### src/rtl/tpz_pkg.sv
// tpz_pkg: types, constants and small helper functions of the torus point splatter
// used by every module of the block; depends on nothing
`default_nettype none
package tpz_pkg;

    localparam int ROWS = 30;
    localparam int COLS = 100;
    localparam int CELLS = ROWS * COLS;
    localparam int IDX_W = (CELLS > 1) ? $clog2(CELLS) : 1;
    localparam int ROW_W = (ROWS > 1) ? $clog2(ROWS) : 1;
    localparam int COL_W = (COLS > 1) ? $clog2(COLS) : 1;

    localparam int FRAC_W = 14;
    localparam int HALF_DIV = 2;
    localparam int HALF_C = COLS / HALF_DIV;
    localparam int HALF_R = ROWS / HALF_DIV;
    localparam int SHADE_LEVELS = 11;
    localparam int LIGHT_SH = 3;
    localparam int LEVEL_SH = FRAC_W - LIGHT_SH;
    localparam int LEVEL_W = 9;

    localparam int DW = 24;
    localparam int NW = 32;
    localparam int DCNT_W = $clog2(NW);
    localparam logic [NW-1:0] RECIP_NUM = NW'(64'd1 << 28);
    localparam logic [15:0] RECIP_MAX = 16'hffff;
    localparam logic [6:0] CHAR_SPACE = 7'd32;

    localparam int CQ_DEPTH = 2;
    localparam int OQ_DEPTH = 2;

    localparam logic OP_SPLAT = 1'b0;
    localparam logic OP_READ = 1'b1;

    typedef enum logic [2:0] {
        REG_A_COS, REG_A_SIN, REG_B_COS, REG_B_SIN,
        REG_TUBE, REG_RING, REG_EYE, REG_SCALE
    } t_reg_idx;

    typedef struct packed {
        logic        operation;
        logic signed [15:0] theta_cos;
        logic signed [15:0] theta_sin;
        logic signed [15:0] phi_cos;
        logic signed [15:0] phi_sin;
        logic [4:0]  cell_row;
        logic [6:0]  cell_col;
    } t_in_item;

    typedef struct packed {
        logic [6:0] cell_char;
        logic       drawn;
    } t_out_item;

    typedef struct packed {
        logic signed [15:0] rot_a_cos;
        logic signed [15:0] rot_a_sin;
        logic signed [15:0] rot_b_cos;
        logic signed [15:0] rot_b_sin;
        logic [2:0] tube_radius;
        logic [2:0] ring_radius;
        logic [3:0] eye_distance;
        logic [7:0] screen_scale;
    } t_cfg;

    typedef enum logic [1:0] {CMD_NOP, CMD_READ, CMD_SPLAT} t_cmd_kind;

    typedef struct packed {
        t_cmd_kind        kind;
        logic [IDX_W-1:0] idx;
        logic [15:0]      recip;
        logic [3:0]       shade;
    } t_cmd;

    typedef struct packed {
        logic [3:0]  shade;
        logic [15:0] depth;
    } t_cell;

    typedef struct packed {
        logic           start;
        logic [NW-1:0]  dividend;
        logic [DW-1:0]  divisor;
    } t_div_req;

    typedef struct packed {
        logic          done;
        logic [NW-1:0] quot;
    } t_div_rsp;

    typedef enum logic [2:0] {F_IDLE, F_CALC, F_DIV, F_FINAL, F_PUSH} t_front_state;
    typedef enum logic [1:0] {B_CLEAR, B_IDLE, B_WB} t_back_state;
    typedef enum logic [1:0] {DIV_RECIP, DIV_COL, DIV_ROW} t_div_sel;

    typedef enum logic [4:0] {
        ST_AS_SP, ST_T0, ST_T1, ST_BC_CP, ST_X0, ST_X1, ST_BS_CP, ST_Y0, ST_Y1,
        ST_AC_SP, ST_Z0, ST_Z1, ST_AC_CT, ST_L0, ST_L1, ST_BC_AC, ST_L2,
        ST_BC_AS, ST_BCAS_CT, ST_L3, ST_BS_CT, ST_L4, ST_NC0, ST_NC1,
        ST_NR0, ST_NR1
    } t_step;

    function automatic logic [6:0] shade_char(input logic [3:0] code);
        logic [6:0] c;
        case (code)
            4'd1: c = 7'h2e;
            4'd2: c = 7'h2c;
            4'd3: c = 7'h2d;
            4'd4: c = 7'h7e;
            4'd5: c = 7'h3a;
            4'd6: c = 7'h3b;
            4'd7: c = 7'h3d;
            4'd8: c = 7'h21;
            4'd9: c = 7'h2a;
            4'd10: c = 7'h23;
            4'd11: c = 7'h24;
            default: c = CHAR_SPACE;
        endcase
        return c;
    endfunction

    // level is below 512, so a few compares do the remainder
    function automatic logic [3:0] mod_levels(input logic [LEVEL_W-1:0] level);
        logic [LEVEL_W-1:0] v;
        v = level;
        if (v >= LEVEL_W'(32 * SHADE_LEVELS)) v = v - LEVEL_W'(32 * SHADE_LEVELS);
        if (v >= LEVEL_W'(16 * SHADE_LEVELS)) v = v - LEVEL_W'(16 * SHADE_LEVELS);
        if (v >= LEVEL_W'(8 * SHADE_LEVELS)) v = v - LEVEL_W'(8 * SHADE_LEVELS);
        if (v >= LEVEL_W'(4 * SHADE_LEVELS)) v = v - LEVEL_W'(4 * SHADE_LEVELS);
        if (v >= LEVEL_W'(2 * SHADE_LEVELS)) v = v - LEVEL_W'(2 * SHADE_LEVELS);
        if (v >= LEVEL_W'(SHADE_LEVELS)) v = v - LEVEL_W'(SHADE_LEVELS);
        return v[3:0];
    endfunction

endpackage
`default_nettype wire

### src/rtl/tpz_div.sv
// tpz_div: restoring unsigned divider, one quotient bit per cycle
// uses tpz_pkg for widths and request/response types
`default_nettype none
module tpz_div (
    input  wire logic              i_clk,
    input  wire logic              i_rst_n,
    input  wire tpz_pkg::t_div_req i_req,
    output tpz_pkg::t_div_rsp      o_rsp
);
    logic                          r_busy, n_busy;
    logic                          r_done, n_done;
    logic [tpz_pkg::DCNT_W-1:0]    r_cnt, n_cnt;
    logic [tpz_pkg::DW-1:0]        r_rem, n_rem;
    logic [tpz_pkg::NW-1:0]        r_quo, n_quo;
    logic [tpz_pkg::DW-1:0]        r_dvs, n_dvs;
    logic [tpz_pkg::DW:0]          trial;

    always_comb begin
        n_busy = r_busy;
        n_done = 1'b0;
        n_cnt  = r_cnt;
        n_rem  = r_rem;
        n_quo  = r_quo;
        n_dvs  = r_dvs;
        trial  = {r_rem, r_quo[tpz_pkg::NW-1]};
        if (i_req.start) begin
            n_busy = 1'b1;
            n_cnt  = '0;
            n_rem  = '0;
            n_quo  = i_req.dividend;
            n_dvs  = i_req.divisor;
        end else if (r_busy) begin
            if (trial >= {1'b0, r_dvs}) begin
                n_rem = tpz_pkg::DW'(trial - {1'b0, r_dvs});
                n_quo = {r_quo[tpz_pkg::NW-2:0], 1'b1};
            end else begin
                n_rem = trial[tpz_pkg::DW-1:0];
                n_quo = {r_quo[tpz_pkg::NW-2:0], 1'b0};
            end
            n_cnt = r_cnt + 1'b1;
            if (r_cnt == tpz_pkg::DCNT_W'(tpz_pkg::NW - 1)) begin
                n_busy = 1'b0;
                n_done = 1'b1;
            end
        end
    end

    always_ff @(posedge i_clk) begin
        if (!i_rst_n) begin
            r_busy <= 1'b0;
            r_done <= 1'b0;
            r_cnt  <= '0;
        end else begin
            r_busy <= n_busy;
            r_done <= n_done;
            r_cnt  <= n_cnt;
        end
        r_rem <= n_rem;
        r_quo <= n_quo;
        r_dvs <= n_dvs;
    end

    assign o_rsp.done = r_done;
    assign o_rsp.quot = r_quo;
endmodule
`default_nettype wire

### config.mk
export PLATFORM = sky130hd
export DESIGN_NAME = tpz_div
export DESIGN_NICKNAME = d
export VERILOG_FILES = /design/src/rtl/tpz_pkg.sv /design/src/rtl/tpz_div.sv
export SDC_FILE = /design/constraint.sdc
export NUM_CORES = 1
export LEC_CHECK = 0
export BUFFER_PORTS_ARGS = -buffer_cell sky130_fd_sc_hd__clkbuf_2
export CORE_ASPECT_RATIO = 0.8
export CORE_MARGIN = 8
export CORE_UTILIZATION = 48
export DETAILED_ROUTE_END_ITERATION = 12
export HOLD_SLACK_MARGIN = 0.06
export PLACE_DENSITY = 0.71
export SLEW_MARGIN = 20
export SYNTH_ARGS = -nofsm -noshare
export SYNTH_HDL_FRONTEND = slang
export SYNTH_SLANG_ARGS = --single-unit
### constraint.sdc
create_clock -name i_clk -period 3 [get_ports i_clk]
set_clock_uncertainty 0.1 [all_clocks]
set_input_delay 0.6 -clock i_clk [delete_from_list [all_inputs] [get_ports i_clk]]
set_output_delay 0.6 -clock i_clk [all_outputs]
set_load 0.02 [all_outputs]
==> key figures <==
Worst setup path
  – WP buf/inv: 2
  – Crit start category: flop
  – Crit end category: flop
  – Critical path class: flop to flop
  – Critical Path AT: ~3.0 ns
  – CP max stage delay: 0.44 ns
  – Top cell family by delay on the critical path: compound AO/OA/AOI/OAI gates
  – Worst path slowest cell: edfxtp_1
  – Worst path required time: 3.16 ns
  – Critical path cell sequence: inv_1 > ha_1 > nor2b_1 > o31a_4 > o31ai_1 > nand3_2 > a21oi_4 > buf_4 > nand2_1 > o31a_1 > a211oi_2
  – Largest fanout on the critical path: 11

Clock tree
  – H-tree Lvls: 3
  – Worst-Skew Late Latency: ~0.35 ns
  – CTS tree: yes
  – CTS buffer count: 9
  – Setup bufs post-CTS: 0
  – Cts hold-fix bufs: 0
  – CTS root buffer: clkbuf_16
  – Clock Tree Buf Depth: 2
  – Cts repair resizes: 0
  – CTS clk-pin slew, worst paths: 0.08 ns
  – Clock Sinks: 87

Timing
  – Post-Route Setup TNS: 0 ns
  – Maximum clock rate: 356 MHz
  – Slew HR: 0.575
  – Final hold viol count: 0
  – Post-route clock period utilization: 0.937
  – Final setup viols: 0
  – RSZ-0062 raised after global routing: yes
  – Max Slew Vio Count: 0
  – Worst-Margin Slew: 0.636 ns
  – Minimum period implied by the final worst setup slack: 2.81 ns

Placed design
  – Post-DP HPWL: 8.03 mm
  – Port Buffers: 91
  – Routability cong.: 0.826

Yosys
  – Sequential share of the synthesized area: 0.473
  – Post-synth EDFFs: 56
  – Synth Instances: 465
  – Post-synth top area share: 0.346
  – Syn_nets: 551
  – Post-synth top cells: nor2_1, edfxtp_1, inv_1
  – Syn_area_per_cell: 10.5 sq um
  – Asr flop ratio synth: 0
  – Top-count cell post-synth: nor2_1
  – Seq cells post-synth: 87
  – Synth area leaders: edfxtp_1, dfxtp_1, mux2_2, ha_1, nor2_1
  – Post-Syn Area: ~0.0049 sq mm
  – Post-synth top flop: edfxtp_1
  – Synth Warn #: 0
  – Yosys cell types: 54
  – Synth area leader: edfxtp_1

Cells and area
  – Fraction of layout cells with a size suffix above 1: 0.286
  – Final #Nets: 640
  – Antenna Cells: 0
  – Synthesis-to-layout area growth: 18.7%

GRT
  – Vias in the first global route: 3760
  – First-pass GRT wire length: 18.1 mm
  – Initial antenna violation count: 0
  – Largest net degree at the start of global routing: 37
  – Total track usage: 0.163
  – GRT Residual Overflow: 0

Detailed routing
  – Remaining DRCs: 0
  – Starting DRT DRC Count: 186
  – Final Routed Wirelength: 10.8 mm
  – Routed Antenna Nets: 0
  – WL/cell: ~15 microns
  – First-pass DRT Iterations: 5
  – Drt via density: 5.24
  – Routed via count: 3665

Power and ir drop
  – Tot Pwr: roughly 3.4 mW
  – Power per standard cell area: 593 mW/mm^2
  – Leakage power: about 2.5 nW
  – Worst VDD drop: approximately 0.35 mV

Die
  – Row cnt: 33
  – # IOs: 92
  – Die ar.: 0.0136 sq mm
  – Starting Density: 0.483
  – Die span in x: 129 microns
  – Die height: about 110 microns
  – Core box area: roughly 0.010 sq mm

Outcome
  – Status: finished, final reports clean

Flow run
  – Maxcap violations: 0

Hold path
  – Min-delay worst type: primary input to flop
## layout make-up
| class | count | area (sq um) |
|---|---|---|
| clock inverters | 7 | 83.8 |
| multi-input cells | 321 | 2330 |
| repair buffers | 99 | 522 |
| inverters | 36 | 135 |
| flip-flops and latches | 87 | 2300 |
| clock buffers | 9 | 225 |
| well taps | 140 | 175 |
| fillers | 873 | 4300 |
## per-layer routing
metal	routed length [microns]	global-route usage
met4	72	0.0402
met1	5050	0.208
met2	4950	0.255
met5	0	0
met3	747	0.0635
## where the power goes
group          switching, mW  total (mW)  internal [mW]
logic                  0.479       0.833          0.354
clock network          0.529        1.13          0.597
registers             0.0661        1.46           1.40
total                   1.07        3.42           2.35
## cells in the final DEF (no fill, tap or decap), drive strengths merged, types with 9 or more instances in the layout
master,netlist,routed
clkbuf,10,99
nor2,58,58
edfxtp,56,56
inv,36,40
mux2,31,31
dfxtp,31,31
a21oi,30,30
ha,26,26
a211oi,21,21
nand2,20,20
o21ai,17,17
mux2i,14,14
xnor2,11,11
nand2b,10,10
buf,11,9
## logic make-up after synthesis
group | synth area share
xor gates and xnor gates | 0.0270
DFF | 0.473
adders and majority gates | 0.0710
muxes | 0.101
and+or+nand+nor | 0.120
AOI/OAI and AO/OA | 0.157
buffers and inverters | 0.0512
## metrics by stage
stage | hold slack, ns | instance area, sq um | std cells | setup slack [ns] | util
2_1_floorplan | 0.354 | 4860 | 465 | 0.467 | -
3_3_place_gp | 0.375 | 5440 | 683 | 0.232 | 0.540
3_5_place_dp | 0.377 | 5440 | 683 | 0.0985 | 0.540
4_1_cts | 0.315 | 5750 | 699 | 0.0353 | 0.571
5_1_grt | 0.311 | 5770 | 699 | -0.00948 | 0.573
6_report | 0.327 | 5770 | 699 | 0.190 | 0.573
## path summary, 6_finish.rpt
path	start	to	slack (ns)	cells past startpoint
worst max-delay path	r_dvs[1]	r_rem[6]	0.19	11
worst min-delay path	i_req[11]	r_dvs[11]	0.33	1
worst max register to register	r_dvs[1]	r_rem[6]	0.19	11
worst min register to register	r_rem[10]	r_rem[10]	0.39	2
## flip-flops by register name (all words and copies together) (netlist names)
signal / count
r_done: 1
r_quo: 32
r_busy: 1
r_rem: 24
r_cnt: 5
r_dvs: 24
Power figures use the tool's default switching activity.
