--- src/rtl/tpz_pkg.sv ---
// tpz_pkg: types, constants and small helper functions of the torus point splatter
// used by every module of the block; depends on nothing
`default_nettype none
package tpz_pkg;

    localparam int ROWS = 30;
    localparam int COLS = 100;
    localparam int CELLS = ROWS * COLS;
    localparam int IDX_W = (CELLS > 1) ? $clog2(CELLS) : 1;
    localparam int ROW_W = (ROWS > 1) ? $clog2(ROWS) : 1;
    localparam int COL_W = (COLS > 1) ? $clog2(COLS) : 1;

    localparam int FRAC_W = 14;
    localparam int HALF_DIV = 2;
    localparam int HALF_C = COLS / HALF_DIV;
    localparam int HALF_R = ROWS / HALF_DIV;
    localparam int SHADE_LEVELS = 11;
    localparam int LIGHT_SH = 3;
    localparam int LEVEL_SH = FRAC_W - LIGHT_SH;
    localparam int LEVEL_W = 9;

    localparam int DW = 24;
    localparam int NW = 32;
    localparam int DCNT_W = $clog2(NW);
    localparam logic [NW-1:0] RECIP_NUM = NW'(64'd1 << 28);
    localparam logic [15:0] RECIP_MAX = 16'hffff;
    localparam logic [6:0] CHAR_SPACE = 7'd32;

    localparam int CQ_DEPTH = 2;
    localparam int OQ_DEPTH = 2;

    localparam logic OP_SPLAT = 1'b0;
    localparam logic OP_READ = 1'b1;

    typedef enum logic [2:0] {
        REG_A_COS, REG_A_SIN, REG_B_COS, REG_B_SIN,
        REG_TUBE, REG_RING, REG_EYE, REG_SCALE
    } t_reg_idx;

    typedef struct packed {
        logic        operation;
        logic signed [15:0] theta_cos;
        logic signed [15:0] theta_sin;
        logic signed [15:0] phi_cos;
        logic signed [15:0] phi_sin;
        logic [4:0]  cell_row;
        logic [6:0]  cell_col;
    } t_in_item;

    typedef struct packed {
        logic [6:0] cell_char;
        logic       drawn;
    } t_out_item;

    typedef struct packed {
        logic signed [15:0] rot_a_cos;
        logic signed [15:0] rot_a_sin;
        logic signed [15:0] rot_b_cos;
        logic signed [15:0] rot_b_sin;
        logic [2:0] tube_radius;
        logic [2:0] ring_radius;
        logic [3:0] eye_distance;
        logic [7:0] screen_scale;
    } t_cfg;

    typedef enum logic [1:0] {CMD_NOP, CMD_READ, CMD_SPLAT} t_cmd_kind;

    typedef struct packed {
        t_cmd_kind        kind;
        logic [IDX_W-1:0] idx;
        logic [15:0]      recip;
        logic [3:0]       shade;
    } t_cmd;

    typedef struct packed {
        logic [3:0]  shade;
        logic [15:0] depth;
    } t_cell;

    typedef struct packed {
        logic           start;
        logic [NW-1:0]  dividend;
        logic [DW-1:0]  divisor;
    } t_div_req;

    typedef struct packed {
        logic          done;
        logic [NW-1:0] quot;
    } t_div_rsp;

    typedef enum logic [2:0] {F_IDLE, F_CALC, F_DIV, F_FINAL, F_PUSH} t_front_state;
    typedef enum logic [1:0] {B_CLEAR, B_IDLE, B_WB} t_back_state;
    typedef enum logic [1:0] {DIV_RECIP, DIV_COL, DIV_ROW} t_div_sel;

    typedef enum logic [4:0] {
        ST_AS_SP, ST_T0, ST_T1, ST_BC_CP, ST_X0, ST_X1, ST_BS_CP, ST_Y0, ST_Y1,
        ST_AC_SP, ST_Z0, ST_Z1, ST_AC_CT, ST_L0, ST_L1, ST_BC_AC, ST_L2,
        ST_BC_AS, ST_BCAS_CT, ST_L3, ST_BS_CT, ST_L4, ST_NC0, ST_NC1,
        ST_NR0, ST_NR1
    } t_step;

    function automatic logic [6:0] shade_char(input logic [3:0] code);
        logic [6:0] c;
        case (code)
            4'd1: c = 7'h2e;
            4'd2: c = 7'h2c;
            4'd3: c = 7'h2d;
            4'd4: c = 7'h7e;
            4'd5: c = 7'h3a;
            4'd6: c = 7'h3b;
            4'd7: c = 7'h3d;
            4'd8: c = 7'h21;
            4'd9: c = 7'h2a;
            4'd10: c = 7'h23;
            4'd11: c = 7'h24;
            default: c = CHAR_SPACE;
        endcase
        return c;
    endfunction

    // level is below 512, so a few compares do the remainder
    function automatic logic [3:0] mod_levels(input logic [LEVEL_W-1:0] level);
        logic [LEVEL_W-1:0] v;
        v = level;
        if (v >= LEVEL_W'(32 * SHADE_LEVELS)) v = v - LEVEL_W'(32 * SHADE_LEVELS);
        if (v >= LEVEL_W'(16 * SHADE_LEVELS)) v = v - LEVEL_W'(16 * SHADE_LEVELS);
        if (v >= LEVEL_W'(8 * SHADE_LEVELS)) v = v - LEVEL_W'(8 * SHADE_LEVELS);
        if (v >= LEVEL_W'(4 * SHADE_LEVELS)) v = v - LEVEL_W'(4 * SHADE_LEVELS);
        if (v >= LEVEL_W'(2 * SHADE_LEVELS)) v = v - LEVEL_W'(2 * SHADE_LEVELS);
        if (v >= LEVEL_W'(SHADE_LEVELS)) v = v - LEVEL_W'(SHADE_LEVELS);
        return v[3:0];
    endfunction

endpackage
`default_nettype wire

--- src/rtl/tpz_queue.sv ---
// tpz_queue: two-entry command queue between front and back
// uses tpz_pkg for the command type and depth
`default_nettype none
module tpz_queue (
    input  wire logic          i_clk,
    input  wire logic          i_rst_n,
    input  wire logic          i_push,
    input  wire tpz_pkg::t_cmd i_data,
    output logic               o_full,
    input  wire logic          i_pop,
    output logic               o_valid,
    output tpz_pkg::t_cmd      o_data
);
    tpz_pkg::t_cmd r_mem [tpz_pkg::CQ_DEPTH];
    logic          r_wp, r_rp;
    logic [1:0]    r_cnt;
    logic          do_push, do_pop;

    assign o_full  = (r_cnt == 2'(tpz_pkg::CQ_DEPTH));
    assign o_valid = (r_cnt != 2'd0);
    assign o_data  = r_mem[r_rp];
    assign do_push = i_push && !o_full;
    assign do_pop  = i_pop && o_valid;

    always_ff @(posedge i_clk) begin
        if (!i_rst_n) begin
            r_wp  <= 1'b0;
            r_rp  <= 1'b0;
            r_cnt <= 2'd0;
        end else begin
            if (do_push) r_wp <= ~r_wp;
            if (do_pop) r_rp <= ~r_rp;
            r_cnt <= r_cnt + 2'(do_push) - 2'(do_pop);
        end
        if (do_push) r_mem[r_wp] <= i_data;
    end
endmodule
`default_nettype wire

--- config.mk ---
export PLATFORM = sky130hd
export DESIGN_NAME = tpz_queue
export DESIGN_NICKNAME = d
export VERILOG_FILES = /design/src/rtl/tpz_pkg.sv /design/src/rtl/tpz_queue.sv
export SDC_FILE = /design/constraint.sdc
export NUM_CORES = 1
export LEC_CHECK = 0
export BUFFER_PORTS_ARGS = -buffer_cell sky130_fd_sc_hd__buf_4
export CELL_PAD_IN_SITES_DETAIL_PLACEMENT = 1
export CELL_PAD_IN_SITES_GLOBAL_PLACEMENT = 2
export CORE_UTILIZATION = 34
export DETAILED_ROUTE_END_ITERATION = 7
export PLACE_DENSITY_LB_ADDON = 0.1
export REMOVE_ABC_BUFFERS = 1
export SYNTH_ARGS = -nofsm -noshare
export SYNTH_HDL_FRONTEND = slang
export SYNTH_SLANG_ARGS = --single-unit
--- constraint.sdc ---
create_clock -name i_clk -period 2.2 [get_ports i_clk]
set_input_delay 0.33 -clock i_clk [delete_from_list [all_inputs] [get_ports i_clk]]
set_output_delay 0.33 -clock i_clk [all_outputs]
set_load 0.02 [all_outputs]
==> out/qor.yml, run 1 <==
ys_seq_area_frac: 0.754
clock-sinks: 73
synth.avg_cell_area_um2: 21.5
drv_slew: 0
slowest_delay_ps: 380
drt_pre_antenna_iters: 4
synth-simple-area-share: 0.0189
ant_nets: 0
critPathLaunchType: "flip-flop"
hp-class: "in2reg"
design.die.area_um2: 8730
dpl.hpwl_um: 3830
worst_clock_skew_ps: 10.3
powerDensity_nw_per_um2: 1160
vdd_drop_max_mv: 0.448
synth.area.mux_share: 0.178
clockBufferDepth: 2
synthFlopType: "edfxtp_1"
synth_area_um2: 2840
cp_max_fo: 20
totalWireLength_um: 5300
port_buffers: 73
num_rows: 32
yosysMostFrequentCell: "edfxtp_1"
grt-ovfl-total: 0
ys_warn_count: 0
finalNonFillerCells: 324
yosysTopAreaCell: "edfxtp_1"
die_h_um: 93.4
grt_use_total: 0.129
place.gp.congestion: 0.636
leakagePower_nw: 1.49
cts-root-buf: "clkbuf_8"
outcome: "complete, no violations"
nets: 257
grt_start_max_net_pins: 21
period_minus_slack_ps: 1870
drive_gt1_frac: 0.590
worst_path_max_delay_cell: "mux2_2"
seq_area_um2: 2140
synth_cell_types: 18
clk_pin_slew_ps: 80
numCtsBuffers: 9
synth_xor_area_frac: 0.00924
synth_adder_area_share: 0.00880
drtIter0Drc: 40
post_cts_buffers: 0
end_kind: "primary output"
synth_top_family_by_area: "multiplexers"
drc: 0
finalSetupViolations: 0
max_slew_margin: 0.670
crit_chain: "buf_4 > mux2_2 > buf_4"
worstMarginPinSlew_ps: 494
synth-compound-area-share: 0.00264
setup_tns_ps: 0
syn_to_final_growth_pct: 31.1
synth-edff-count: 68
viasPerCell: 4.46
drv_cap: 0
cts_tree: "done"
required_ps: 1870
htree_levels: 3
insertion_delay_ps: 330
dieWidth_um: 93.4
rsz0062_at_grt: "false"
ys_seq_elements: 73
synthCells: 132
wl_per_cell_um: 16.3
synth_top_area_frac: 0.718
fmax_mhz: 536
via_count: 1445
yosys-top-cells-area: "edfxtp_1 (72%), mux2_4 (16%), dfxtp_1 (3.5%), buf_12 (2.1%), mux2_2 (1.6%)"
hold_buffers: 0
hold_viol_final: 0
criticalPathCategory: "reg2out"
antenna_found_initial: 0
initial_core_util: 0.360
crit_path_frequent_cell: "buf_4"
period_share: 0.849
dp_cells: 308
grt_pass1_wl_um: 8140
fill_cells: 770
multiInputGateArea_um2: 627
arrival_ps: 1540
grt_pass1_vias: 1596
cts_resized: 0
coreArea_um2: 7890
ys_top_cells_by_count: "edfxtp_1 (68), mux2_4 (30), dfxtp_1 (5)"
num_antenna_cells: 0
async_flop_share: 0
pin_count: 74
[critical path, delay by kind of cell (launching register included)]
family | cells | cell delay, ps
buf+inv | 2 | 500
mux | 1 | 380
flops | 1 | 330
[final cells by class]
class                      count  share of cell area
inverter                       3             0.00302
tap                          102              0.0343
sequential                    73               0.575
timing repair buffer          78               0.161
clock inverter                 6              0.0245
clock buffer                  10              0.0343
multi-input combinational     52               0.168
[metrics by stage]
stage | area, um^2 | hold slack (ps) | setup slack, ps | util | total power, mW
finish | 3730 | 178 | 333 | 0.472 | 4.32
global route | 3730 | 151 | 254 | 0.472 | 4.54
CTS | 3730 | 157 | 289 | 0.472 | 4.41
detailed placement | 3510 | 505 | 503 | 0.445 | 3.26
global placement | 3510 | 497 | 628 | 0.445 | 3.21
floorplan | 2770 | 429 | -242 | - | 2.72
[state kept, by name (all words and copies together), names as in the netlist, named ones only]
| name | flops |
|---|---|
| r_cnt | 2 |
| r_wp | 1 |
| r_rp | 1 |
| r_mem | 68 |
[cell families after synthesis]
group / Yosys count
DFF: 73
muxes: 35
and+or+nand+nor: 11
buffers and inverters: 7
xor gates and xnor gates: 3
adders and majority gates: 2
AOI/OAI and AO/OA: 1
[routing by layer]
metal,global-route usage,vias up,part of all wire
met4,0.0538,0,0.0087
met5,0,-,0
li1,-,675,-
met1,0.142,719,0.39
met2,0.230,44,0.55
met3,0.0374,7,0.051
[where the power goes]
group,internal [mW],total [mW],switching [mW]
clock,0.645,1.13,0.489
combinational,0.689,1.38,0.688
sequential,1.75,1.81,0.0667
total,3.08,4.32,1.24
[layout by cell type (no fill, tap or decap)]
cell type and count:
clkinv_4 2, clkinv_2 1, mux2_2 4, buf_4 77
nor2_4 1, bufinv_16 2, and3_2 1, ha_1 2
clkbuf_8 9, xnor2_1 2, mux2_4 30, inv_6 1
dfxtp_1 4, o21a_1 1, nand2b_1 2, edfxtp_1 68
clkbuf_1 1, buf_12 1, nor2_1 3, dfxtp_2 1
nand2_1 2, xor2_1 1, inv_1 3, and2_1 1
or2_2 1, mux2i_1 1
[final timing paths]
kind | startpoint | endpoint | slack, ps | cells past startpoint
max reg2reg | r_cnt[0]$_SDFF_PN0_ | r_cnt[1]$_SDFF_PN0_ | 520 | 8
min | i_data[28] | r_mem[0][28]$_DFFE_PP_ | 180 | 1
min reg2reg | r_rp$_SDFFE_PN0P_ | flip-flop | 520 | 2
max | flip-flop | o_data[33] | 330 | 3
(Power assumes the default switching activity.)
==> inputs of run 2 (changes only) <==
--- a/config.mk
+++ b/config.mk
@@ -8,7 +8,7 @@
 export BUFFER_PORTS_ARGS = -buffer_cell sky130_fd_sc_hd__buf_4
 export CELL_PAD_IN_SITES_DETAIL_PLACEMENT = 1
 export CELL_PAD_IN_SITES_GLOBAL_PLACEMENT = 2
-export CORE_UTILIZATION = 34
+export CORE_UTILIZATION = 38
 export DETAILED_ROUTE_END_ITERATION = 7
 export PLACE_DENSITY_LB_ADDON = 0.1
 export REMOVE_ABC_BUFFERS = 1
==> constraint.sdc (replaced) <==
create_clock -name i_clk -period 2 [get_ports i_clk]
set_input_delay 0.3 -clock i_clk [delete_from_list [all_inputs] [get_ports i_clk]]
set_output_delay 0.3 -clock i_clk [all_outputs]
set_load 0.02 [all_outputs]
==> out/qor.yml, run 2 (synthesized netlist as in run 1, its figures left out) <==
outcome: "complete, no violations"
post_dp_cell_area_um2: 3520
finalSetupViolations: 0
utilization: 0.517
drive_gt1_frac: 0.582
hold_viol_final: 0
finalInstanceArea_um2: 3750
regMostFlops: "r_mem"
power.total_mw: 4.85
syn_to_final_growth_pct: 32.0
insertion_delay_ps: 330
r2r_cells: 8
period_share: 0.876
num_antenna_cells: 0
hold_buffers: 0
nets: 256
pin_count: 74
hp-class: "in2reg"
reg2reg_to: "r_cnt[1]$_SDFF_PN0_"
critical_path.reg2reg.startpoint: "r_cnt[0]$_SDFF_PN0_"
numCtsBuffers: 9
crit_chain: "nand2b_1 > nand2_1 > ha_1 > inv_1 > ha_1 > xor2_1 > xnor2_1 > nor2_1"
fill_cells: 702
port_buffers: 73
grt-ovfl-total: 0
largest_reg_flops: 68
clock-sinks: 73
initial_core_util: 0.392
clk_pin_slew_ps: 70
worstMarginPinSlew_ps: 379
cp_max_fo: 4
drv_cap: 0
dieWidth_um: 88.5
vdd_drop_max_mv: 0.504
wl_per_cell_um: 15.2
cts_tree: "done"
clockBufferDepth: 2
max_slew_margin: 0.747
top_regs: "r_mem: 68 flops, r_cnt: 2 flops"
required_ps: 2210
multiInputGateArea_um2: 627
holdPathStages: 1
ant_nets: 0
drtIter0Drc: 31
finalNonFillerCells: 319
place.gp.congestion: 0.619
worst_path_max_delay_cell: "dfxtp_1"
grt_pass1_vias: 1562
grt_start_max_net_pins: 25
worst_slack_ps: 249
powerDensity_nw_per_um2: 1290
viasPerCell: 4.46
antenna_found_initial: 0
leakagePower_nw: 1.49
via_count: 1424
drv_slew: 0
fmax_mhz: 571
crit_path_frequent_cell: "ha_1"
design.die.area_um2: 7830
mostFrequentLayoutCell: "buf_4"
hold_end: "r_mem[1][16]$_DFFE_PP_"
grt_use_total: 0.134
coreArea_um2: 7250
hold_path.startpoint: "i_data[16]"
cts_resized: 0
grt_pass1_wl_um: 7420
rsz0062_at_grt: "false"
rrSetupSlack_ps: 250
slowest_delay_ps: 360
drc: 0
totalWireLength_um: 4850
criticalPathCategory: "reg2reg"
dpl.hpwl_um: 3380
num_rows: 31
arrival_ps: 1960
layout_common_cells: "buf_4 (74), edfxtp_1 (68), mux2_4 (30), clkbuf_8 (9)"
critPathLaunchType: "flip-flop"
seq_area_um2: 2140
end_kind: "flip-flop"
die_h_um: 88.5
worst_clock_skew_ps: 6.14
post_cts_buffers: 0
drt_pre_antenna_iters: 4
cts-root-buf: "clkbuf_8"
pre_cts_ws_ps: 251
dp_cells: 304
htree_levels: 3
period_minus_slack_ps: 1750
## run 2: metrics by stage
step	hold WS (ps)	TNS, ps
after global placement	485	0
after CTS	131	0
after floorplan	399	-18370
after global routing	130	0
final	151	0
after detailed placement	488	0
## run 2: worst max-delay path: cells and delay by family, from the launching register on
family | cells | cell delay (ps)
adder cells (fa/ha/maj) | 2 | 500
AND/OR/NAND/NOR | 3 | 400
flip-flops | 1 | 360
XOR/XNOR | 2 | 330
buffers and inverters | 1 | 40
## run 2: cell type report
cell class / count / area share
timing repair buffer: 77 / 0.164
tap: 99 / 0.0330
clock buffer: 9 / 0.0330
inverter: 3 / 0.00300
sequential: 73 / 0.571
clock inverter: 6 / 0.0284
multi-input combinational: 52 / 0.167
## run 2: power breakdown
group | switching [mW] | leakage, nW | internal (mW) | total [mW]
sequential | 0.0748 | 0.677 | 1.92 | 2.00
clock | 0.500 | 0.115 | 0.818 | 1.32
combinational | 0.755 | 0.699 | 0.778 | 1.53
total | 1.33 | 1.49 | 3.52 | 4.85
## run 2: how the worst max path moves through the flow
| stage | from | endpoint | slack [ps] | depth (start not counted) |
|---|---|---|---|---|
| detailed placement | r_cnt[0]$_SDFF_PN0_ | r_cnt[1]$_SDFF_PN0_ | 250 | 8 |
| floorplan | r_cnt[0]$_SDFF_PN0_ | r_mem[0][0]$_DFFE_PP_ | -440 | 3 |
| finish | r_cnt[0]$_SDFF_PN0_ | r_cnt[1]$_SDFF_PN0_ | 250 | 8 |
| global placement | r_cnt[0]$_SDFF_PN0_ | r_cnt[1]$_SDFF_PN0_ | 430 | 8 |
| global route | r_cnt[0]$_SDFF_PN0_ | r_cnt[1]$_SDFF_PN0_ | 70 | 8 |
| CTS | flip-flop | o_data[33] | 240 | 3 |
## run 2: metal layers
| layer | up-vias | global-route usage | wire length (um) |
|---|---|---|---|
| met5 | - | 0 | 0 |
| met4 | 0 | 0.0689 | 72 |
| met3 | 6 | 0.0364 | 248 |
| met2 | 51 | 0.244 | 2730 |
| met1 | 695 | 0.140 | 1800 |
| li1 | 672 | - | - |
==> inputs of run 3 (changes only) <==
--- a/config.mk
+++ b/config.mk
@@ -11,6 +11,7 @@
 export CORE_UTILIZATION = 38
 export DETAILED_ROUTE_END_ITERATION = 7
 export PLACE_DENSITY_LB_ADDON = 0.1
+export RECOVER_POWER = 100
 export REMOVE_ABC_BUFFERS = 1
 export SYNTH_ARGS = -nofsm -noshare
 export SYNTH_HDL_FRONTEND = slang
==> out/qor.yml, run 3 (synthesized netlist as in run 1, its figures left out) <==
grt_pass1_vias: 1562
grt_pass1_wl_um: 7420
drv_cap: 0
cts_resized: 0
outcome: "complete, no violations"
finalSetupViolations: 0
r2r_cells: 4
clockBufferDepth: 2
ant_nets: 0
num_antenna_cells: 0
cts-root-buf: "clkbuf_8"
period_minus_slack_ps: 1840
insertion_delay_ps: 330
required_ps: 1700
cp_max_fo: 10
worst_slack_ps: 156
post_cts_buffers: 0
max_slew_margin: 0.596
clock-sinks: 73
critPathTopFamily: "buffers and inverters"
clk_pin_slew_ps: 70
period_share: 0.922
coreArea_um2: 7250
leakagePower_nw: 1.34
layout_common_cells: "edfxtp_1 (68), buf_4 (34), mux2_1 (28), clkbuf_4 (23), clkbuf_1 (16)"
hp-class: "in2reg"
critical_path.reg2reg.startpoint: "r_cnt[0]$_SDFF_PN0_"
antenna_found_initial: 0
reg2reg_to: "r_mem[0][15]$_DFFE_PP_"
drc: 0
num_rows: 31
rrSetupSlack_ps: 190
top_regs: "r_mem: 68 flops, r_cnt: 2 flops"
totalWireLength_um: 4840
worst_path_max_delay_cell: "dfxtp_1"
hold_buffers: 0
utilization: 0.492
grt-ovfl-total: 0
slowest_delay_ps: 380
htree_levels: 3
pin_count: 74
powerDensity_nw_per_um2: 1290
drt_pre_antenna_iters: 2
place.gp.congestion: 0.619
arrival_ps: 1540
initial_core_util: 0.392
grt_use_total: 0.134
worstMarginPinSlew_ps: 605
criticalPathCategory: "reg2out"
pre_cts_ws_ps: 251
hold_viol_final: 0
wl_per_cell_um: 15.2
power.total_mw: 4.61
die_h_um: 88.5
port_buffers: 73
cp-endpoint: "o_data[32]"
fmax_mhz: 542
seq_area_um2: 2140
viasPerCell: 4.48
syn_to_final_growth_pct: 25.6
holdPathStages: 1
critPathLaunchType: "flip-flop"
regMostFlops: "r_mem"
path_depth: 3
multiInputGateArea_um2: 519
crit_buf_inv: 2
crit_chain: "clkbuf_2 > mux2_1 > buf_4"
largest_reg_flops: 68
cts_tree: "done"
nets: 256
vdd_drop_max_mv: 0.477
rsz0062_at_grt: "false"
grt_start_max_net_pins: 25
fill_cells: 733
via_count: 1430
dieWidth_um: 88.5
design.die.area_um2: 7830
holdWs_ps: 175
mostFrequentLayoutCell: "edfxtp_1"
drive_gt1_frac: 0.373
dpl.hpwl_um: 3380
drtIter0Drc: 47
numCtsBuffers: 9
end_kind: "primary output"
worst_clock_skew_ps: 5.72
drv_slew: 0
run 3: changes by cell type in the layout (fill, tap and decap cells not counted), sizes merged:
cell,delta
buf,-40
clkbuf,+40
run 3: per-layer routing:
layer / share of wire / global-route usage / up-vias
met4: 0.014 / 0.0689 / 0
met2: 0.56 / 0.244 / 52
met3: 0.052 / 0.0364 / 6
li1: - / - / 674
met5: 0 / 0 / -
met1: 0.38 / 0.140 / 698
run 3: area by class of cell:
type                            count  share of cell area
Sequential cell                    73               0.600
Timing Repair Buffer               77               0.152
Multi-Input combinational cell     52               0.145
Clock buffer                        9              0.0347
Tap cell                           99              0.0347
Clock inverter                      6              0.0298
Inverter                            3             0.00315
run 3: power breakdown:
group / total, mW / internal (mW) / switching, mW
registers: 1.99 / 1.92 / 0.0668
logic: 1.30 / 0.570 / 0.728
clock network: 1.32 / 0.818 / 0.503
total: 4.61 / 3.31 / 1.30
run 3: worst min-delay path by stage:
stage                    start  slack (ps)                endpoint
floorplan            i_data[0]         400   r_mem[0][0]$_DFFE_PP_
global placement    i_data[23]         490  r_mem[0][23]$_DFFE_PP_
detailed placement   i_data[3]         490   r_mem[0][3]$_DFFE_PP_
CTS                 i_data[16]         130  r_mem[1][16]$_DFFE_PP_
global route         i_data[8]         150   r_mem[1][8]$_DFFE_PP_
finish              i_data[16]         170  r_mem[1][16]$_DFFE_PP_
run 3: per-stage QoR:
| step | instance area [um^2] | TNS (ps) | std cells |
|---|---|---|---|
| after CTS | 3750 | 0 | 319 |
| after floorplan | 2770 | -18370 | 128 |
| after global placement | 3520 | 0 | 304 |
| after global routing | 3570 | 0 | 319 |
| final | 3570 | 0 | 319 |
| after detailed placement | 3520 | 0 | 304 |
