--- config.mk ---
export PLATFORM = sky130hd
export DESIGN_NAME = tpz_front
export DESIGN_NICKNAME = d
export VERILOG_FILES = /design/src/rtl/tpz_pkg.sv /design/src/rtl/tpz_front.sv
export SDC_FILE = /design/constraint.sdc
export NUM_CORES = 2
export LEC_CHECK = 0
export BUFFER_PORTS_ARGS = -buffer_cell sky130_fd_sc_hd__buf_2
export CORE_MARGIN = 3
export CORE_UTILIZATION = 50
export CTS_BUF_LIST = sky130_fd_sc_hd__clkbuf_8
export CTS_CLUSTER_DIAMETER = 80
export DETAILED_ROUTE_END_ITERATION = 10
export PLACE_DENSITY_LB_ADDON = 0.12
export SLEW_MARGIN = 10
export SYNTH_ARGS = -nofsm -noshare
export SYNTH_HDL_FRONTEND = slang
export SYNTH_SLANG_ARGS = --single-unit
--- constraint.sdc ---
create_clock -name i_clk -period 16.5 [get_ports i_clk]
set_input_delay 0.825 -clock i_clk [delete_from_list [all_inputs] [get_ports i_clk]]
set_output_delay 0.825 -clock i_clk [all_outputs]
set_load 0.01 [all_outputs]
--- src/rtl/tpz_pkg.sv ---
// tpz_pkg: types, constants and small helper functions of the torus point splatter
// used by every module of the block; depends on nothing
`default_nettype none
package tpz_pkg;

    localparam int ROWS = 30;
    localparam int COLS = 100;
    localparam int CELLS = ROWS * COLS;
    localparam int IDX_W = (CELLS > 1) ? $clog2(CELLS) : 1;
    localparam int ROW_W = (ROWS > 1) ? $clog2(ROWS) : 1;
    localparam int COL_W = (COLS > 1) ? $clog2(COLS) : 1;

    localparam int FRAC_W = 14;
    localparam int HALF_DIV = 2;
    localparam int HALF_C = COLS / HALF_DIV;
    localparam int HALF_R = ROWS / HALF_DIV;
    localparam int SHADE_LEVELS = 11;
    localparam int LIGHT_SH = 3;
    localparam int LEVEL_SH = FRAC_W - LIGHT_SH;
    localparam int LEVEL_W = 9;

    localparam int DW = 24;
    localparam int NW = 32;
    localparam int DCNT_W = $clog2(NW);
    localparam logic [NW-1:0] RECIP_NUM = NW'(64'd1 << 28);
    localparam logic [15:0] RECIP_MAX = 16'hffff;
    localparam logic [6:0] CHAR_SPACE = 7'd32;

    localparam int CQ_DEPTH = 2;
    localparam int OQ_DEPTH = 2;

    localparam logic OP_SPLAT = 1'b0;
    localparam logic OP_READ = 1'b1;

    typedef enum logic [2:0] {
        REG_A_COS, REG_A_SIN, REG_B_COS, REG_B_SIN,
        REG_TUBE, REG_RING, REG_EYE, REG_SCALE
    } t_reg_idx;

    typedef struct packed {
        logic        operation;
        logic signed [15:0] theta_cos;
        logic signed [15:0] theta_sin;
        logic signed [15:0] phi_cos;
        logic signed [15:0] phi_sin;
        logic [4:0]  cell_row;
        logic [6:0]  cell_col;
    } t_in_item;

    typedef struct packed {
        logic [6:0] cell_char;
        logic       drawn;
    } t_out_item;

    typedef struct packed {
        logic signed [15:0] rot_a_cos;
        logic signed [15:0] rot_a_sin;
        logic signed [15:0] rot_b_cos;
        logic signed [15:0] rot_b_sin;
        logic [2:0] tube_radius;
        logic [2:0] ring_radius;
        logic [3:0] eye_distance;
        logic [7:0] screen_scale;
    } t_cfg;

    typedef enum logic [1:0] {CMD_NOP, CMD_READ, CMD_SPLAT} t_cmd_kind;

    typedef struct packed {
        t_cmd_kind        kind;
        logic [IDX_W-1:0] idx;
        logic [15:0]      recip;
        logic [3:0]       shade;
    } t_cmd;

    typedef struct packed {
        logic [3:0]  shade;
        logic [15:0] depth;
    } t_cell;

    typedef struct packed {
        logic           start;
        logic [NW-1:0]  dividend;
        logic [DW-1:0]  divisor;
    } t_div_req;

    typedef struct packed {
        logic          done;
        logic [NW-1:0] quot;
    } t_div_rsp;

    typedef enum logic [2:0] {F_IDLE, F_CALC, F_DIV, F_FINAL, F_PUSH} t_front_state;
    typedef enum logic [1:0] {B_CLEAR, B_IDLE, B_WB} t_back_state;
    typedef enum logic [1:0] {DIV_RECIP, DIV_COL, DIV_ROW} t_div_sel;

    typedef enum logic [4:0] {
        ST_AS_SP, ST_T0, ST_T1, ST_BC_CP, ST_X0, ST_X1, ST_BS_CP, ST_Y0, ST_Y1,
        ST_AC_SP, ST_Z0, ST_Z1, ST_AC_CT, ST_L0, ST_L1, ST_BC_AC, ST_L2,
        ST_BC_AS, ST_BCAS_CT, ST_L3, ST_BS_CT, ST_L4, ST_NC0, ST_NC1,
        ST_NR0, ST_NR1
    } t_step;

    function automatic logic [6:0] shade_char(input logic [3:0] code);
        logic [6:0] c;
        case (code)
            4'd1: c = 7'h2e;
            4'd2: c = 7'h2c;
            4'd3: c = 7'h2d;
            4'd4: c = 7'h7e;
            4'd5: c = 7'h3a;
            4'd6: c = 7'h3b;
            4'd7: c = 7'h3d;
            4'd8: c = 7'h21;
            4'd9: c = 7'h2a;
            4'd10: c = 7'h23;
            4'd11: c = 7'h24;
            default: c = CHAR_SPACE;
        endcase
        return c;
    endfunction

    // level is below 512, so a few compares do the remainder
    function automatic logic [3:0] mod_levels(input logic [LEVEL_W-1:0] level);
        logic [LEVEL_W-1:0] v;
        v = level;
        if (v >= LEVEL_W'(32 * SHADE_LEVELS)) v = v - LEVEL_W'(32 * SHADE_LEVELS);
        if (v >= LEVEL_W'(16 * SHADE_LEVELS)) v = v - LEVEL_W'(16 * SHADE_LEVELS);
        if (v >= LEVEL_W'(8 * SHADE_LEVELS)) v = v - LEVEL_W'(8 * SHADE_LEVELS);
        if (v >= LEVEL_W'(4 * SHADE_LEVELS)) v = v - LEVEL_W'(4 * SHADE_LEVELS);
        if (v >= LEVEL_W'(2 * SHADE_LEVELS)) v = v - LEVEL_W'(2 * SHADE_LEVELS);
        if (v >= LEVEL_W'(SHADE_LEVELS)) v = v - LEVEL_W'(SHADE_LEVELS);
        return v[3:0];
    endfunction

endpackage
`default_nettype wire

--- src/rtl/tpz_front.sv ---
// tpz_front: accepts items, runs the rotation and projection sequence on one
// shared multiplier and the divider, and issues cell commands; uses tpz_pkg
`default_nettype none
module tpz_front (
    input  wire logic              i_clk,
    input  wire logic              i_rst_n,
    input  wire tpz_pkg::t_cfg     i_cfg,
    input  wire logic              i_push,
    input  wire tpz_pkg::t_in_item i_item,
    output logic                   o_full,
    output logic                   o_cmd_valid,
    output tpz_pkg::t_cmd          o_cmd,
    input  wire logic              i_cmd_full,
    output tpz_pkg::t_div_req      o_div,
    input  wire tpz_pkg::t_div_rsp i_div
);
    localparam int DW = tpz_pkg::DW;
    localparam int NW = tpz_pkg::NW;
    localparam int LW = tpz_pkg::LEVEL_W;

    tpz_pkg::t_front_state r_state, n_state;
    tpz_pkg::t_step        r_step, n_step;
    tpz_pkg::t_div_sel     r_sel, n_sel;
    logic                  r_start, n_start;
    tpz_pkg::t_cmd         r_cmd, n_cmd;

    logic signed [15:0]   r_ct, r_st, r_cp, r_sp, n_ct, n_st, n_cp, n_sp;
    logic signed [DW-1:0] r_cx, r_cy, r_t, r_x, r_y, r_z, r_lum, r_tmp;
    logic signed [DW-1:0] n_cx, n_cy, n_t, n_x, n_y, n_z, n_lum, n_tmp;
    logic signed [NW-1:0] r_nc, r_nr, n_nc, n_nr;
    logic [15:0]          r_recip, n_recip;
    logic [NW-1:0]        r_colq, r_rowq, n_colq, n_rowq;

    logic signed [DW-1:0]   mul_a, mul_b;
    logic signed [2*DW-1:0] prod;
    logic signed [DW-1:0]   q;
    logic signed [NW-1:0]   raw;
    logic signed [DW-1:0]   tube_s, ring_s, ct_s, st_s, eye_s;
    logic                   col_ok, row_ok, rd_ok;
    logic [LW-1:0]          level;

    assign prod = mul_a * mul_b;
    // floor back to Q14
    assign q    = DW'(prod >>> tpz_pkg::FRAC_W);
    assign raw  = NW'(prod);

    assign tube_s = DW'($signed({1'b0, i_cfg.tube_radius}));
    assign ring_s = DW'({i_cfg.ring_radius, 14'd0});
    assign eye_s  = DW'({i_cfg.eye_distance, 14'd0});
    assign ct_s   = DW'(i_item.theta_cos);
    assign st_s   = DW'(i_item.theta_sin);

    always_comb begin
        mul_a = '0;
        mul_b = '0;
        case (r_step)
            tpz_pkg::ST_AS_SP:   begin mul_a = DW'(i_cfg.rot_a_sin); mul_b = DW'(r_sp); end
            tpz_pkg::ST_T0:      begin mul_a = r_cy; mul_b = DW'(i_cfg.rot_a_cos); end
            tpz_pkg::ST_T1:      begin mul_a = r_tmp; mul_b = r_cx; end
            tpz_pkg::ST_BC_CP:   begin mul_a = DW'(i_cfg.rot_b_cos); mul_b = DW'(r_cp); end
            tpz_pkg::ST_X0:      begin mul_a = r_tmp; mul_b = r_cx; end
            tpz_pkg::ST_X1:      begin mul_a = DW'(i_cfg.rot_b_sin); mul_b = r_t; end
            tpz_pkg::ST_BS_CP:   begin mul_a = DW'(i_cfg.rot_b_sin); mul_b = DW'(r_cp); end
            tpz_pkg::ST_Y0:      begin mul_a = DW'(i_cfg.rot_b_cos); mul_b = r_t; end
            tpz_pkg::ST_Y1:      begin mul_a = r_tmp; mul_b = r_cx; end
            tpz_pkg::ST_AC_SP:   begin mul_a = DW'(i_cfg.rot_a_cos); mul_b = DW'(r_sp); end
            tpz_pkg::ST_Z0:      begin mul_a = r_tmp; mul_b = r_cx; end
            tpz_pkg::ST_Z1:      begin mul_a = r_cy; mul_b = DW'(i_cfg.rot_a_sin); end
            tpz_pkg::ST_AC_CT:   begin mul_a = DW'(i_cfg.rot_a_cos); mul_b = DW'(r_ct); end
            tpz_pkg::ST_L0:      begin mul_a = r_tmp; mul_b = DW'(r_sp); end
            tpz_pkg::ST_L1:      begin mul_a = DW'(i_cfg.rot_a_sin); mul_b = DW'(r_st); end
            tpz_pkg::ST_BC_AC:   begin
                mul_a = DW'(i_cfg.rot_b_cos);
                mul_b = DW'(i_cfg.rot_a_cos);
            end
            tpz_pkg::ST_L2:      begin mul_a = r_tmp; mul_b = DW'(r_st); end
            tpz_pkg::ST_BC_AS:   begin
                mul_a = DW'(i_cfg.rot_b_cos);
                mul_b = DW'(i_cfg.rot_a_sin);
            end
            tpz_pkg::ST_BCAS_CT: begin mul_a = r_tmp; mul_b = DW'(r_ct); end
            tpz_pkg::ST_L3:      begin mul_a = r_tmp; mul_b = DW'(r_sp); end
            tpz_pkg::ST_BS_CT:   begin mul_a = DW'(i_cfg.rot_b_sin); mul_b = DW'(r_ct); end
            tpz_pkg::ST_L4:      begin mul_a = r_tmp; mul_b = DW'(r_cp); end
            tpz_pkg::ST_NC0:     begin mul_a = DW'(tpz_pkg::HALF_C); mul_b = r_z; end
            tpz_pkg::ST_NC1:     begin mul_a = DW'(i_cfg.screen_scale); mul_b = r_x; end
            tpz_pkg::ST_NR0:     begin mul_a = DW'(tpz_pkg::HALF_R); mul_b = r_z; end
            tpz_pkg::ST_NR1:     begin mul_a = DW'(i_cfg.screen_scale); mul_b = r_y; end
            default:             begin mul_a = '0; mul_b = '0; end
        endcase
    end

    // a negative numerator with zero quotient still lands on column or row 0
    assign col_ok = (!r_nc[NW-1] || r_colq == '0) && (r_colq < NW'(tpz_pkg::COLS));
    assign row_ok = (!r_nr[NW-1] || r_rowq == '0) && (r_rowq < NW'(tpz_pkg::ROWS));
    assign rd_ok  = (9'(i_item.cell_row) < 9'(tpz_pkg::ROWS))
                 && (9'(i_item.cell_col) < 9'(tpz_pkg::COLS));
    assign level  = r_lum[tpz_pkg::LEVEL_SH +: LW];

    always_comb begin
        n_state = r_state;
        n_step  = r_step;
        n_sel   = r_sel;
        n_start = 1'b0;
        n_cmd   = r_cmd;
        n_ct = r_ct; n_st = r_st; n_cp = r_cp; n_sp = r_sp;
        n_cx = r_cx; n_cy = r_cy; n_t = r_t; n_x = r_x; n_y = r_y;
        n_z = r_z; n_lum = r_lum; n_tmp = r_tmp;
        n_nc = r_nc; n_nr = r_nr;
        n_recip = r_recip; n_colq = r_colq; n_rowq = r_rowq;
        o_full      = (r_state != tpz_pkg::F_IDLE);
        o_cmd_valid = 1'b0;
        unique case (r_state)
            tpz_pkg::F_IDLE: begin
                if (i_push) begin
                    n_ct = i_item.theta_cos;
                    n_st = i_item.theta_sin;
                    n_cp = i_item.phi_cos;
                    n_sp = i_item.phi_sin;
                    n_cx = ring_s + tube_s * ct_s;
                    n_cy = tube_s * st_s;
                    n_cmd       = '0;
                    n_cmd.kind  = tpz_pkg::CMD_NOP;
                    if (i_item.operation == tpz_pkg::OP_READ) begin
                        if (rd_ok) begin
                            n_cmd.kind = tpz_pkg::CMD_READ;
                            n_cmd.idx  = tpz_pkg::IDX_W'(32'(i_item.cell_row)
                                       * 32'(tpz_pkg::COLS) + 32'(i_item.cell_col));
                        end
                        n_state = tpz_pkg::F_PUSH;
                    end else begin
                        n_step  = tpz_pkg::ST_AS_SP;
                        n_state = tpz_pkg::F_CALC;
                    end
                end
            end
            tpz_pkg::F_CALC: begin
                n_step = tpz_pkg::t_step'(5'(r_step) + 5'd1);
                case (r_step)
                    tpz_pkg::ST_AS_SP:   n_tmp = q;
                    tpz_pkg::ST_T0:      n_t = q;
                    tpz_pkg::ST_T1:      n_t = r_t + q;
                    tpz_pkg::ST_BC_CP:   n_tmp = q;
                    tpz_pkg::ST_X0:      n_x = q;
                    tpz_pkg::ST_X1:      n_x = r_x + q;
                    tpz_pkg::ST_BS_CP:   n_tmp = q;
                    tpz_pkg::ST_Y0:      n_y = q;
                    tpz_pkg::ST_Y1:      n_y = r_y - q;
                    tpz_pkg::ST_AC_SP:   n_tmp = q;
                    tpz_pkg::ST_Z0:      n_z = eye_s + q;
                    tpz_pkg::ST_Z1:      n_z = r_z - q;
                    tpz_pkg::ST_AC_CT:   n_tmp = q;
                    tpz_pkg::ST_L0:      n_lum = -q;
                    tpz_pkg::ST_L1:      n_lum = r_lum + q;
                    tpz_pkg::ST_BC_AC:   n_tmp = q;
                    tpz_pkg::ST_L2:      n_lum = r_lum - q;
                    tpz_pkg::ST_BC_AS:   n_tmp = q;
                    tpz_pkg::ST_BCAS_CT: n_tmp = q;
                    tpz_pkg::ST_L3:      n_lum = r_lum - q;
                    tpz_pkg::ST_BS_CT:   n_tmp = q;
                    tpz_pkg::ST_L4:      n_lum = r_lum + q;
                    tpz_pkg::ST_NC0:     n_nc = raw;
                    tpz_pkg::ST_NC1:     n_nc = r_nc + raw;
                    tpz_pkg::ST_NR0:     n_nr = raw;
                    tpz_pkg::ST_NR1:     n_nr = r_nr - raw;
                    default:             n_tmp = r_tmp;
                endcase
                // point behind the eye, or dark point: nothing to draw
                if ((r_step == tpz_pkg::ST_AC_CT && r_z <= 0)
                    || (r_step == tpz_pkg::ST_NC0 && r_lum <= 0)) begin
                    n_cmd.kind = tpz_pkg::CMD_NOP;
                    n_state    = tpz_pkg::F_PUSH;
                end else if (r_step == tpz_pkg::ST_NR1) begin
                    n_sel   = tpz_pkg::DIV_RECIP;
                    n_start = 1'b1;
                    n_state = tpz_pkg::F_DIV;
                end
            end
            tpz_pkg::F_DIV: begin
                if (i_div.done) begin
                    unique case (r_sel)
                        tpz_pkg::DIV_RECIP: begin
                            n_recip = (i_div.quot > NW'(tpz_pkg::RECIP_MAX))
                                    ? tpz_pkg::RECIP_MAX : i_div.quot[15:0];
                            n_sel   = tpz_pkg::DIV_COL;
                            n_start = 1'b1;
                        end
                        tpz_pkg::DIV_COL: begin
                            n_colq  = i_div.quot;
                            n_sel   = tpz_pkg::DIV_ROW;
                            n_start = 1'b1;
                        end
                        tpz_pkg::DIV_ROW: begin
                            n_rowq  = i_div.quot;
                            n_state = tpz_pkg::F_FINAL;
                        end
                        default: n_state = tpz_pkg::F_FINAL;
                    endcase
                end
            end
            tpz_pkg::F_FINAL: begin
                if (col_ok && row_ok) begin
                    n_cmd.kind  = tpz_pkg::CMD_SPLAT;
                    n_cmd.idx   = tpz_pkg::IDX_W'(32'(r_rowq[tpz_pkg::ROW_W-1:0])
                                * 32'(tpz_pkg::COLS) + 32'(r_colq[tpz_pkg::COL_W-1:0]));
                    n_cmd.recip = r_recip;
                    n_cmd.shade = 4'd1 + tpz_pkg::mod_levels(level);
                end else begin
                    n_cmd.kind = tpz_pkg::CMD_NOP;
                end
                n_state = tpz_pkg::F_PUSH;
            end
            tpz_pkg::F_PUSH: begin
                o_cmd_valid = 1'b1;
                if (!i_cmd_full) n_state = tpz_pkg::F_IDLE;
            end
            default: n_state = tpz_pkg::F_IDLE;
        endcase
    end

    always_comb begin
        o_div.start = r_start;
        o_div.divisor = r_z;
        unique case (r_sel)
            tpz_pkg::DIV_RECIP: o_div.dividend = tpz_pkg::RECIP_NUM;
            tpz_pkg::DIV_COL:   o_div.dividend = r_nc[NW-1] ? NW'(-r_nc) : NW'(r_nc);
            tpz_pkg::DIV_ROW:   o_div.dividend = r_nr[NW-1] ? NW'(-r_nr) : NW'(r_nr);
            default:            o_div.dividend = '0;
        endcase
    end

    assign o_cmd = r_cmd;

    always_ff @(posedge i_clk) begin
        if (!i_rst_n) begin
            r_state <= tpz_pkg::F_IDLE;
            r_step  <= tpz_pkg::ST_AS_SP;
            r_sel   <= tpz_pkg::DIV_RECIP;
            r_start <= 1'b0;
        end else begin
            r_state <= n_state;
            r_step  <= n_step;
            r_sel   <= n_sel;
            r_start <= n_start;
        end
        r_cmd <= n_cmd;
        r_ct <= n_ct; r_st <= n_st; r_cp <= n_cp; r_sp <= n_sp;
        r_cx <= n_cx; r_cy <= n_cy; r_t <= n_t; r_x <= n_x; r_y <= n_y;
        r_z <= n_z; r_lum <= n_lum; r_tmp <= n_tmp;
        r_nc <= n_nc; r_nr <= n_nr;
        r_recip <= n_recip; r_colq <= n_colq; r_rowq <= n_rowq;
    end
endmodule
`default_nettype wire

==> summary.md <==
| Metric | Value |
|---|---|
| Min-delay worst type | `input port to flop` |
| Grt ovf | `0` |
| Avg WL per Cell | `about 24 um` |
| Worst path max stage delay | `~900 ps` |
| DIE AREA | `~110000 um2` |
| Register area | `around 13000 um2` |
| Area grow syn2layout | `9.25%` |
| Post-CTS Setup Bufs | `0` |
| CP max-delay cell | `nor3b_2` |
| Total of cells resized after clock tree synthesis | `0` |
| CP bufs+invs | `5` |
| Post-DP Area | `between 50000 and 60000 um2` |
| Chip height | `~330 um` |
| Worst Setup End Kind | `flop` |
| Ports | `between 200 and 300` |
| Max-capacitance violation count | `0` |
| Global-route wire length before repair | `between 200 and 300 mm` |
| Simple-gate share of the synthesized area | `15.5%` |
| DR iter-0 viols | `around 4500` |
| Tmin final | `~15000 ps` |
| CTS Buf Count | `75` |
| Least-Margin Pin Slew | `~1300 ps` |
| Critical path required time | `roughly 17000 ps` |
| # port buffers | `roughly 290` |
| Routed Antenna Nets | `0` |
| CTS clk-pin slew, worst paths | `around 70 ps` |
| Antenna violations before repair | `18` |
| Clk sinks | `438` |
| Clock Skew | `37.8 ps` |
| Synth Area in Compound Gates | `13.1%` |
| Syn_area_per_cell | `roughly 9.2 um2` |
| Largest area contributor in the netlist | `edfxtp_1` |
| Cts hold-fix bufs | `0` |
| Clock Path Buffers | `3` |
| Core Util, Final | `between 50% and 60%` |
| Violated checks | `design-rule violations` |
| CTS tree | `done` |
| Drt drc | `4` |
| # rows | `between 100 and 150` |
| Synthesized flop and latch total | `roughly 440` |
| Largest family of logic cells by synthesized area | `adder cells` |
| Register area share after synthesis | `25.1%` |
| RSZ-0062 raised after global routing | `false` |
| Leading cell types in the layout, fill and taps excluded | `inv_1 (869), nand2_1 (801), fa_1 (534)` |
| Layout Nets | `7097` |
| XOR/XNOR share of the synthesized area | `about 6.4%` |
| H-Tree Depth | `3` |
| Status | `finished with violations` |
| Most used cell, CP | `fa_1` |
| Total track usage | `approximately a third` |
| Most common cell after layout, fill and taps aside | `inv_1` |
| Crit start category | `flop` |
| Via count | `roughly 44000` |
| Worst Setup SP | `r_step[1]` |
| Mapped Area | `just over 50000 um2` |
| Top cells by area in the synthesized netlist | `edfxtp_1 (25%), fa_1 (21%), ha_1 (11%)` |
| Area of the core | `102000 um2` |
| Syn. warnings | `0` |
| Syn_nets | `between 6000 and 7000` |
| Data arrival time of the worst path | `around 15000 ps` |
| Final Cell Area | `between 50000 and 60000 um2` |
| Multi-input gate area | `35000 um2` |
| Starting Density | `about half` |
| DPL Wire Length | `approximately 140 mm` |
| Mapped Cells | `between 5000 and 6000` |
| Max_slew headroom | `12.0%` |
| Asr flop ratio synth | `0%` |
| CP top delay family | `compound AO/OA/AOI/OAI gates` |
| Slew Limit Fails | `0` |
| Synth Flop Type | `edfxtp_1` |
| Die X | `about 330 um` |
| Routability congestion estimate | `approximately 1` |
| Crit share post-route | `between 90% and 100%` |
| Largest net degree at the start of global routing | `56` |
| Distinct cells, synth | `93` |
| Mux cell area share after synthesis | `less than 1%` |
| Setup Crit Path Kind | `flop to flop` |
| Pre-antenna DRT Iters | `11` |
| Largest fanout on the critical path | `17` |
| EDFF count, synth | `427` |
| Layout cells sized above 1 | `10.1%` |
| Final setup viols | `0` |
| Drt via density | `roughly 5.9` |
| HP Start | `i_item[21]` |
| Final hold violations | `0` |
| Total Neg Setup Slack | `0 ps` |
| Vias in the first global route | `between 40000 and 50000` |
| Fillers | `~9400` |
| Root Buffer | `clkbuf_8` |
| FMAX | `approximately 67 MHz` |
| Adder-Cell Fraction of Synth Area | `31.6%` |
| Post-synth top area share | `between 20% and 30%` |
| Reg-to-Reg Start | `r_step[1]` |
| Post-Route WL | `between 150 and 200 mm` |
| Later-pin clock latency in the skew report | `720 ps` |
[per-layer routing]
layer  track usage (%)  part of all wire, %  vias up  routed length, um
met2              49.1                   44     2128              77100
met5                 0               0.0079        -                 14
li1                  -                    -    19600                  -
met3              6.66                   11      330              18500
met1              46.1                   42    21500              73700
met4              13.1                  4.1        2               7280
[kinds of logic after synthesis]
kind of cell	count (synthesis)
AND/OR/NAND/NOR	1741
buffers and inverters	1065
AO/OA/AOI/OAI	1012
adder cells (fa/ha/maj)	991
flip-flops	438
XOR/XNOR	377
multiplexers	25
[metrics by stage]
stage / setup slack, ps / std cells / hold slack [ps]
after global placement: 2060 / 7207 / 501
after floorplan: 4290 / 5649 / 497
after global routing: 957 / 7350 / 263
after detailed placement: 2070 / 7207 / 503
final: 1630 / 7357 / 291
after CTS: 2000 / 7340 / 237
[Yosys cell counts, types with 38 or more instances]
master,instances
nand2b_1,39
a222oi_1,50
and2_1,159
edfxtp_1,427
clkbuf_1,189
nor3_1,78
xor2_1,149
o21ai_0,262
xnor2_1,228
nand2_1,801
nand3_1,94
o21bai_1,42
a21o_1,62
nor2_1,299
a21oi_1,202
nor2b_1,40
ha_1,451
inv_1,850
or2_2,38
fa_1,534
o22ai_1,46
[state kept, by name, summed over array words and instances (netlist names), 24 cells and up]
register,flops
r_lum,24
r_nr,32
r_y,24
r_nc,32
r_rowq,32
r_tmp,24
r_colq,32
r_z,24
r_t,24
o_cmd,34
r_x,24
[worst paths after layout]
path / to / slack (ps) / depth (start not counted)
worst min register to register: o_cmd[15] / 510 / 1
worst max register to register: r_lum[23] / 1630 / 46
worst max-delay path: r_lum[23] / 1630 / 46
worst min-delay path: r_sp[9] / 290 / 1
[final cells by class]
class	count	share of cell area (%)
Clock inverter	57	0.658
Clock buffer	76	1.85
Tap cell	1368	3.02
Inverter	856	5.67
Antenna cell	17	0.0751
Timing Repair Buffer	399	4.01
Multi-Input combinational cell	4146	61.7
Sequential cell	438	23.0
Power is left out: the tool's default activity adds up to more than one toggle a clock period on the data nets, which glitch-free logic cannot reach.
